### src/hw/rtl/pcs_pkg.sv
// Shared constants, types and state encoding for the prime count sieve.
package pcs_pkg;

  // Largest limit that the flag memory covers.
  localparam int unsigned MAX_LIMIT = 65535;
  localparam int unsigned ADDR_W    = $clog2(MAX_LIMIT + 1);
  // Multiple index holds one extra bit so that an add of the step cannot wrap.
  localparam int unsigned MI_W      = ADDR_W + 1;

  // Fixed field widths of the item channels.
  localparam int unsigned LIMIT_W   = 16;
  localparam int unsigned COUNT_W   = 16;
  localparam logic [COUNT_W-1:0] COUNT_MAX = '1;

  // First index that takes part in the sieve.
  localparam logic [ADDR_W-1:0] FIRST_IDX = ADDR_W'(2);

  // Sequencer states.
  typedef enum logic [2:0] {
    S_IDLE,
    S_INIT,
    S_CAND,
    S_CHK,
    S_CLR,
    S_COUNT,
    S_DRAIN,
    S_DONE
  } pcs_state_t;

  // One access request to the flag memory.
  typedef struct packed {
    logic              we;
    logic [ADDR_W-1:0] waddr;
    logic              wdata;
    logic              re;
    logic [ADDR_W-1:0] raddr;
  } pcs_mem_req_t;

endpackage

### src/hw/rtl/pcs_seq.sv
// Sequencer that runs the fill, mark and count passes over the flag memory.
module pcs_seq import pcs_pkg::*; (
  input  logic               clk,
  input  logic               rst,
  input  logic               in_valid,
  output logic               in_ready,
  input  logic [LIMIT_W-1:0] limit,
  output pcs_mem_req_t       mreq,
  input  logic               rd_data,
  output logic               res_valid,
  output logic [COUNT_W-1:0] res_count,
  input  logic               res_ready
);

  pcs_state_t state, state_next;

  logic [ADDR_W-1:0]   lim, lim_next;
  logic [ADDR_W-1:0]   idx, idx_next;
  logic [ADDR_W-1:0]   p, p_next;
  logic [MI_W-1:0]     mi, mi_next;
  logic [COUNT_W-1:0]  cnt, cnt_next;
  logic                rd_vld, rd_vld_next;

  logic [2*ADDR_W-1:0] pp;
  logic [MI_W-1:0]     mi_step;
  logic [ADDR_W-1:0]   lim_sat;

  // Square of the candidate and the next multiple.
  assign pp      = (2*ADDR_W)'(p) * (2*ADDR_W)'(p);
  assign mi_step = mi + MI_W'(p);

  // Limits past the memory saturate to its top entry.
  assign lim_sat = ({1'b0, limit} > (LIMIT_W + 1)'(MAX_LIMIT)) ?
                   ADDR_W'(MAX_LIMIT) : ADDR_W'(limit);

  // State register.
  always_ff @(posedge clk) begin
    if (rst) begin
      state  <= S_IDLE;
      rd_vld <= 1'b0;
    end else begin
      state  <= state_next;
      rd_vld <= rd_vld_next;
    end
  end

  // Datapath registers.
  always_ff @(posedge clk) begin
    lim <= lim_next;
    idx <= idx_next;
    p   <= p_next;
    mi  <= mi_next;
    cnt <= cnt_next;
  end

  // Next state, memory requests and datapath updates.
  always_comb begin
    state_next  = state;
    lim_next    = lim;
    idx_next    = idx;
    p_next      = p;
    mi_next     = mi;
    cnt_next    = cnt;
    rd_vld_next = 1'b0;
    mreq        = '0;
    in_ready    = 1'b0;
    res_valid   = 1'b0;

    // Count flags that come back from the count pass, saturating.
    if (rd_vld && rd_data && (cnt != COUNT_MAX)) begin
      cnt_next = cnt + COUNT_W'(1);
    end

    case (state)
      S_IDLE: begin
        in_ready = 1'b1;
        if (in_valid) begin
          lim_next = lim_sat;
          cnt_next = '0;
          idx_next = FIRST_IDX;
          p_next   = FIRST_IDX;
          state_next = (lim_sat < FIRST_IDX) ? S_DONE : S_INIT;
        end
      end
      // Set every flag from two up to the limit.
      S_INIT: begin
        mreq.we    = 1'b1;
        mreq.waddr = idx;
        mreq.wdata = 1'b1;
        idx_next   = idx + ADDR_W'(1);
        if (idx == lim) begin
          state_next = S_CAND;
        end
      end
      // Stop once the square passes the limit, else look up the candidate.
      S_CAND: begin
        if (pp > (2*ADDR_W)'(lim)) begin
          idx_next   = FIRST_IDX;
          state_next = S_COUNT;
        end else begin
          mreq.re    = 1'b1;
          mreq.raddr = p;
          mi_next    = MI_W'(pp);
          state_next = S_CHK;
        end
      end
      // A candidate still flagged is prime and its multiples get cleared.
      S_CHK: begin
        if (rd_data) begin
          state_next = S_CLR;
        end else begin
          p_next     = p + ADDR_W'(1);
          state_next = S_CAND;
        end
      end
      S_CLR: begin
        mreq.we    = 1'b1;
        mreq.waddr = mi[ADDR_W-1:0];
        mreq.wdata = 1'b0;
        mi_next    = mi_step;
        if (mi_step > MI_W'(lim)) begin
          p_next     = p + ADDR_W'(1);
          state_next = S_CAND;
        end
      end
      // Stream reads of every flag; the registered read data is counted as it comes back.
      S_COUNT: begin
        mreq.re     = 1'b1;
        mreq.raddr  = idx;
        rd_vld_next = 1'b1;
        idx_next    = idx + ADDR_W'(1);
        if (idx == lim) begin
          state_next = S_DRAIN;
        end
      end
      S_DRAIN: begin
        state_next = S_DONE;
      end
      S_DONE: begin
        res_valid = 1'b1;
        if (res_ready) begin
          state_next = S_IDLE;
        end
      end
      default: begin
        state_next = S_IDLE;
      end
    endcase
  end

  assign res_count = cnt;

endmodule
### config.mk
export PLATFORM = sky130hd
export DESIGN_NAME = pcs_seq
export DESIGN_NICKNAME = d
export VERILOG_FILES = /design/src/hw/rtl/pcs_pkg.sv /design/src/hw/rtl/pcs_seq.sv
export SDC_FILE = /design/constraint.sdc
export NUM_CORES = 1
export LEC_CHECK = 0
export BUFFER_PORTS_ARGS = -buffer_cell sky130_fd_sc_hd__clkbuf_2
export CAP_MARGIN = 5
export CORE_ASPECT_RATIO = 0.7
export CORE_UTILIZATION = 25
export DETAILED_ROUTE_END_ITERATION = 6
export RECOVER_POWER = 50
export SYNTH_ARGS = -nofsm -noshare
export SYNTH_HDL_FRONTEND = slang
export SYNTH_SLANG_ARGS = --single-unit
### constraint.sdc
create_clock -name clk -period 9.7 [get_ports clk]
set_input_delay 0.97 -clock clk [delete_from_list [all_inputs] [get_ports clk]]
set_output_delay 0.97 -clock clk [all_outputs]
set_load 0.03 [all_outputs]
# After elaboration in Yosys (flattened, before gate mapping)
# Cells that the tools add are included.
# totals
inputBits,21
wordCells,70
register_bits,85
output_inout_bits,53
# op_classes
n_mul,1
add_sub_neg,4
magnitude_cmp,3
eq_ne,17
n_reduce_logical,12
n_mux,26
# ops
cell,count
$mux 16,7
$pmux 16 s3,2
$pmux 17 s2,2
$add 16x1->16 const B,3
$pmux 18 s2,1
$mux 17,2
$gt 32x16->1,1
$mul 16x16->32,1
$mux 3,8
$pmux 3 s8,1
$add 17x16->17,1
$gt 17x16->1,1
$eq 16x16->1,1
$lt 16x2->1 const B,1
$ne 16x16->1 const B,1
$ne 2x2->1 const B,8
$eq 3x3->1 const B,4
$eq 3x2->1 const B,2
$reduce_bool 3->1,2
$reduce_and 5->1,1
$reduce_and 2->1,2
$reduce_and 4->1,1
$eq 3x1->1 const B,1
$logic_not 3->1,1
other kinds (5),8

# Logic depth before layout (Yosys ltp)
# Gate-level depths: netlist of the first run.
# logic_depth
word_depth,5
ltp_mapped,35
ltp_nobuf,32

# Worst setup path after synthesis of the first run
# Ideal clock, no wire load.
# synth_path
kind,reg-to-output
start,register p[4]
end,output mreq[10] in the netlist's numbering
n_path_buf,4
required_ps,8730
arrival_ps,7858
stages_incl_launch_ff,31
setup_slack_ps,872
path_cell_list,edfxtp_1 clkbuf_1 buf_1 nand2_1 fa_1 fa_1 inv_1 fa_1 fa_1 fa_1 inv_1 fa_1 inv_1 ha_1 buf_2 nand2_1 o21ai_0 o21bai_1 xor2_1 ha_1 nand4_1 nor2_1 a222oi_1 a22oi_1 a2111oi_0 o2111ai_1 nor4_1 nand4_2 nor3b_4 buf_6 a22o_1
# synth_rtl
element,line_no,rtl
start: declaration,pcs_seq.sv:19,"logic [ADDR_W-1:0] p, p_next;"
start signal: assignment,pcs_seq.sv:51,p <= p_next;
end: declaration,pcs_seq.sv:8,"output pcs_mem_req_t mreq,"

==> impl_metrics.tcl, run 1 <==
set metrics [dict create \
    synth_most_common_cell "inv_1" \
    timing.slew.headroom_pct -24.90 \
    synth_seq_cells 85 \
    drt_iter0_markers 1118 \
    ys.flop_type "edfxtp_1" \
    die_w_microns 277.4 \
    ff2ff_path_depth 26 \
    endpoint_kind "primary output" \
    worstPathArrival_ns 8.37 \
    fin_area_sq_um 15170 \
    place_hpwl_microns 33290 \
    fin_ws_ns 0.3556 \
    yosys-top-cells-area "fa_1 25%, edfxtp_1 15%, ha_1 14%, inv_1 7.7%, nand2_1 4.2%" \
    place.gp.congestion 0.9467 \
    synth_top_cell_area_share_pct 24.74 \
    clock_skew_ns 0.01293 \
    synthesis.nets 1820 \
    insertion_delay_ns 0.36 \
    synth-seq-area-share_pct 17.73 \
    violations "max-capacitance violations, max-slew violations" \
    cp_max_fo 9 \
    critPathSlowestCell "fa_1" \
    cts.reportedPaths.clkPinSlew_ns 0.07 \
    placementRows 70 \
    placedCellCount 2209 \
    crit_top_cell "fa_1" \
    final_layout_size_suffix_gt1_share_pct 10.47 \
    syn_area_per_cell_sq_um 8.923 \
    antenna_found_initial 2 \
    htreeDepth 3 \
    hold_class "register to register" \
    nets 1894 \
    drcViolationCount 0 \
    tightest_slew_ns 1.873 \
    clk_path_buf_depth 2 \
    syn_to_final_growth_pct 14.31 \
    endpoint "mreq[16]" \
    cpPeakStageDelay_ns 0.57 \
    cts_root_buf "clkbuf_16" \
    netlist-cell-type-count 67 \
    crit_required_ns 8.73 \
    start_util_pct 25.38 \
    fin_crit_sh_pct 96.33 \
    grt_max_degree 35 \
    netlist_instances 1487 \
    grt_use_total_pct 15.01 \
    synth_common_cells "271 x inv_1, 164 x fa_1, 148 x ha_1, 148 x nand2_1, 90 x nor2_1" \
    setup_viol 0 \
    core-area_sq_um 52290 \
    cts_sinks 85 \
    fin_cells 2252 \
    vias 10750 \
    cts_tree "done" \
    pin_count 74 \
    tns_ns 0 \
    grt_pass1_vias 10820 \
    synth.cell_area_sq_um 13270 \
    postPlaceCellArea_sq_um 14450 \
    async_flop_share_pct 0 \
    drv_slew 35 \
    place_ws_ns 0.4022 \
    die_area_sq_um 54020 \
    synth-edff-count 65 \
    cap_violations 1 \
    hold_buffers 0 \
    ff2ff_setup_slack_ns 1.11 \
    r2r-end "idx[5]$_SDFFCE_PN0P_" \
    ys_warn_count 0 \
    r2r-start "p[3]$_SDFFCE_PN0P_" \
    period_needed_ns 9.344 \
    io_buffer_count 73 \
    via_per_inst 4.773 \
    grt-ovfl-total 0 \
    postRouteAntennaNets 0 \
    timing.fmax_mhz 107.0 \
    hold_viol_final 0 \
    grt_pass1_wl_microns 63180 \
    die-height_microns 194.8 \
    cts-buffers-inserted 9 \
    critical_path.startpoint "p[3]$_SDFFCE_PN0P_" \
    wl_per_cell_microns 17.98 \
    drt_pass1_iterations 6 \
    yosysTopAreaCell "fa_1" \
    status "finished, violations left" \
    drt_wl_total_microns 40480 \
    start_kind "register" \
    critPathKind "register to primary output" \
]
[cells by family after synthesis]
group	count (synthesis)	synth area share, %
simple gates	416	15.11
fa+ha+maj	312	38.70
flops	85	17.73
buf+inv	335	9.637
xor+xnor	87	5.743
compound gates	243	12.37
mux	9	0.7166
[layer usage]
layer  track usage [%]  wire [microns]
met1             23.43           20250
met2             20.99           16150
met3             3.354            3719
met4             2.181             363
met5                 0               0
[critical path: cells and delay by family, from the launching register on]
family	cells	cell delay, ns
XOR/XNOR	1	0.22
AO/OA/AOI/OAI	4	1.09
flip-flops	1	0.51
AND/OR/NAND/NOR	6	1.42
adder cells (fa/ha/maj)	7	3.53
buffers and inverters	9	1.22
[layout by cell type (no fill, tap or decap), drive strengths merged, types with 6 or more instances in the layout]
cell type / count
a211oi: 13
o211ai: 6
clkbuf: 75
fa: 164
nor2b: 9
edfxtp: 65
buf: 61
or3: 18
a21o: 19
nand4: 22
o21ai: 48
xor2: 27
and2: 53
xnor2: 60
nand3: 22
o21bai: 8
a31oi: 7
inv: 276
nor3: 13
a22o: 32
dfxtp: 20
nor2: 90
nand2: 148
a21oi: 68
and3: 9
o21a: 6
nand2b: 8
nor4: 8
ha: 148
[area by class of cell]
class / count / area (sq um)
fillers: 5516 / 37120
multi-input cells: 1067 / 9822
flip-flops and latches: 85 / 2352
inverters: 271 / 1017
well taps: 684 / 855.8
repair buffers: 127 / 804.5
clock buffers: 9 / 225.2
clock inverters: 7 / 86.33
diodes: 2 / 5.005
[worst min path at each step]
stage	start	endpoint	slack, ns	depth (start not counted)
floorplan	state[2]$_SDFFE_PP0P_	rd_vld$_SDFF_PP0_	0.54	2
global placement	res_count[14]$_DFF_P_	res_count[14]$_DFF_P_	0.48	2
detailed placement	res_count[14]$_DFF_P_	res_count[14]$_DFF_P_	0.50	2
CTS	res_count[14]$_DFF_P_	res_count[14]$_DFF_P_	0.52	2
global route	res_count[15]$_DFF_P_	res_count[15]$_DFF_P_	0.56	2
finish	res_count[14]$_DFF_P_	res_count[14]$_DFF_P_	0.51	2
[flip-flops by register name (all words and copies together), names as in the netlist]
| signal | flops |
|---|---|
| mi | 17 |
| rd_vld | 1 |
| res_count | 16 |
| lim | 16 |
| idx | 16 |
| state | 3 |
| p | 16 |
[metrics by stage]
step | hold WS (ns) | utilization, %
2_1_floorplan | 0.5398 | -
3_3_place_gp | 0.4821 | 27.64
3_5_place_dp | 0.4969 | 27.64
4_1_cts | 0.5184 | 28.26
5_1_grt | 0.5647 | 29.00
6_report | 0.5124 | 29.01
[what timing repair did]
action | in CTS | in global routing
endpoints found under the setup margin | 11 | 17
resized for setup | 2 | 94
cloned | 0 | 2
pin swaps | 0 | 20
buffers inserted | 0 | 23
Power of run 1 is left out: the tool's default activity adds up to more than one toggle a clock period on the data nets, which glitch-free logic cannot reach.
==> run 2, diff against run 1 <==
--- a/config.mk
+++ b/config.mk
@@ -10,7 +10,6 @@
 export CORE_ASPECT_RATIO = 0.7
 export CORE_UTILIZATION = 25
 export DETAILED_ROUTE_END_ITERATION = 6
-export RECOVER_POWER = 50
 export SYNTH_ARGS = -nofsm -noshare
 export SYNTH_HDL_FRONTEND = slang
 export SYNTH_SLANG_ARGS = --single-unit
==> run 2 against run 1 <==
  * First-iteration DRC count decreased by 1.8%
  * Hold slack got worse by 0.0019 ns
  * Fmax increased by 0.31%
  * Sequential cell count unchanged
  * Critical path depth unchanged
  * The run now ends clean
  * Register-to-register slack improved by 0.03 ns
  * Global-route usage unchanged
  * Largest cell class unchanged
  * Core utilization increased by 0.11 points
  * Clock skew about the same
==> impl_metrics.tcl, run 2 (synthesis results as in run 1) <==
set metrics [dict create \
    r2r-start "p[3]$_SDFFCE_PN0P_" \
    globalRouteMet3Util_pct 3.354 \
    regMostFlops "mi" \
    grt_pass1_vias 10820 \
    pin_count 74 \
    top_usage_layer "met1" \
    start_util_pct 25.38 \
    endpoint_kind "primary output" \
    cts_tree "done" \
    htreeDepth 3 \
    place.gp.congestion 0.9467 \
    period_needed_ns 9.316 \
    final_cell_mix "271 x inv_1, 164 x fa_1, 143 x nand2_1" \
    hold_class "register to register" \
    cp_max_fo 9 \
    fin_area_sq_um 15230 \
    drt_pass1_iterations 6 \
    worst_hold_path.num_cells 2 \
    nets 1894 \
    worstHoldStart "res_count[14]$_DFF_P_" \
    die_w_microns 277.4 \
    die_area_sq_um 54020 \
    worstPathArrival_ns 8.35 \
    final_common_cell "inv_1" \
    cap_violations 0 \
    cpPeakStageDelay_ns 0.57 \
    place_hpwl_microns 33290 \
    cts.reportedPaths.clkPinSlew_ns 0.07 \
    timing.slew.headroom_pct 25.22 \
    grt_max_degree 35 \
    drt_iter0_markers 1098 \
    antenna_found_initial 2 \
    cts_root_buf "clkbuf_16" \
    io_buffer_count 73 \
    timing.fmax_mhz 107.3 \
    postRouteAntennaNets 0 \
    cts_sinks 85 \
    grt-ovfl-total 0 \
    core-area_sq_um 52290 \
    hold_end "res_count[14]$_DFF_P_" \
    cts-buffers-inserted 9 \
    setup_viol 0 \
    clk_path_buf_depth 2 \
    met2_usage_pct 20.99 \
    vias 10780 \
    fin_crit_sh_pct 96.04 \
    tightest_slew_ns 1.118 \
    drcViolationCount 0 \
    postPlaceCellArea_sq_um 14450 \
    syn_to_final_growth_pct 14.77 \
    start_kind "register" \
    status "finished, final reports clean" \
    use_met1_pct 23.43 \
    placementRows 70 \
    via_per_inst 4.784 \
    largest_register_ffs 17 \
    final_layout_size_suffix_gt1_share_pct 12.71 \
    grt_use_total_pct 15.01 \
    crit_top_cell "fa_1" \
    hold_buffers 0 \
    wl_per_cell_microns 17.93 \
    ff2ff_setup_slack_ns 1.14 \
    insertion_delay_ns 0.36 \
    crit_required_ns 8.73 \
    critPathKind "register to primary output" \
    hold_viol_final 0 \
    ff2ff_path_depth 26 \
    drv_slew 0 \
    grt_pass1_wl_microns 63180 \
    critPathSlowestCell "fa_1" \
    drt_wl_total_microns 40390 \
    r2r-end "idx[5]$_SDFFCE_PN0P_" \
    clock_skew_ns 0.01325 \
    die-height_microns 194.8 \
]
## run 2: cell count changes in the layout (fill, tap and decap cells not counted), sizes merged
| cell | previous run | this run |
|---|---|---|
| buf | 61 | 65 |
| clkbuf | 75 | 71 |
| diode | 2 | 3 |
## run 2: repair_timing
item | in CTS | in global routing
resized for setup | 2 | 94
pin swaps | 0 | 20
buffers inserted | 0 | 23
gates cloned | 0 | 2
setup endpoints to repair | 11 | 17
## run 2: final cells by class
cell class                 count  area (sq um)
tap                          684         855.8
sequential                    85          2352
timing repair buffer         127         857.1
fill                        5495         37060
multi-input combinational   1067          9827
inverter                     271          1017
clock buffer                   9         225.2
clock inverter                 7         86.33
antenna                        3         7.507
## run 2: worst max path at each step
stage,start,depth (start not counted),endpoint
2_1_floorplan,p[4]$_SDFFCE_PN0P_,30,mreq[10]
3_3_place_gp,p[1]$_SDFFCE_PN1P_,34,mreq[7]
3_5_place_dp,p[1]$_SDFFCE_PN1P_,34,mreq[9]
4_1_cts,p[1]$_SDFFCE_PN1P_,34,mreq[9]
5_1_grt,p[1]$_SDFFCE_PN1P_,33,mreq[9]
6_report,p[3]$_SDFFCE_PN0P_,27,mreq[16]
## run 2: through the flow
| step | utilization (%) | hold WS, ns | TNS [ns] | std cells | worst slack (ns) |
|---|---|---|---|---|---|
| 2_1_floorplan | - | 0.5398 | 0 | 1487 | 0.8717 |
| 3_3_place_gp | 27.64 | 0.4821 | 0 | 2209 | 0.6315 |
| 3_5_place_dp | 27.64 | 0.4969 | 0 | 2209 | 0.4022 |
| 4_1_cts | 28.26 | 0.5184 | 0 | 2225 | 0.004140 |
| 5_1_grt | 29.11 | 0.5643 | -0.4056 | 2250 | -0.04991 |
| 6_report | 29.12 | 0.5105 | 0 | 2253 | 0.3844 |
## run 2: critical path, delay by kind of cell, from the launching register on
family	cells	cell delay [ns]
flops	1	0.50
buf+inv	9	1.21
xor+xnor	1	0.22
simple gates	6	1.43
fa+ha+maj	7	3.53
compound gates	4	1.08
## run 2: routing by layer
layer  up-vias  share of wire [%]
met1      5298                 50
li1       5045                  -
met5         -                  0
met4         0               0.83
met3        34                9.4
met2       401                 40
Power of run 2 is left out for the same reason.
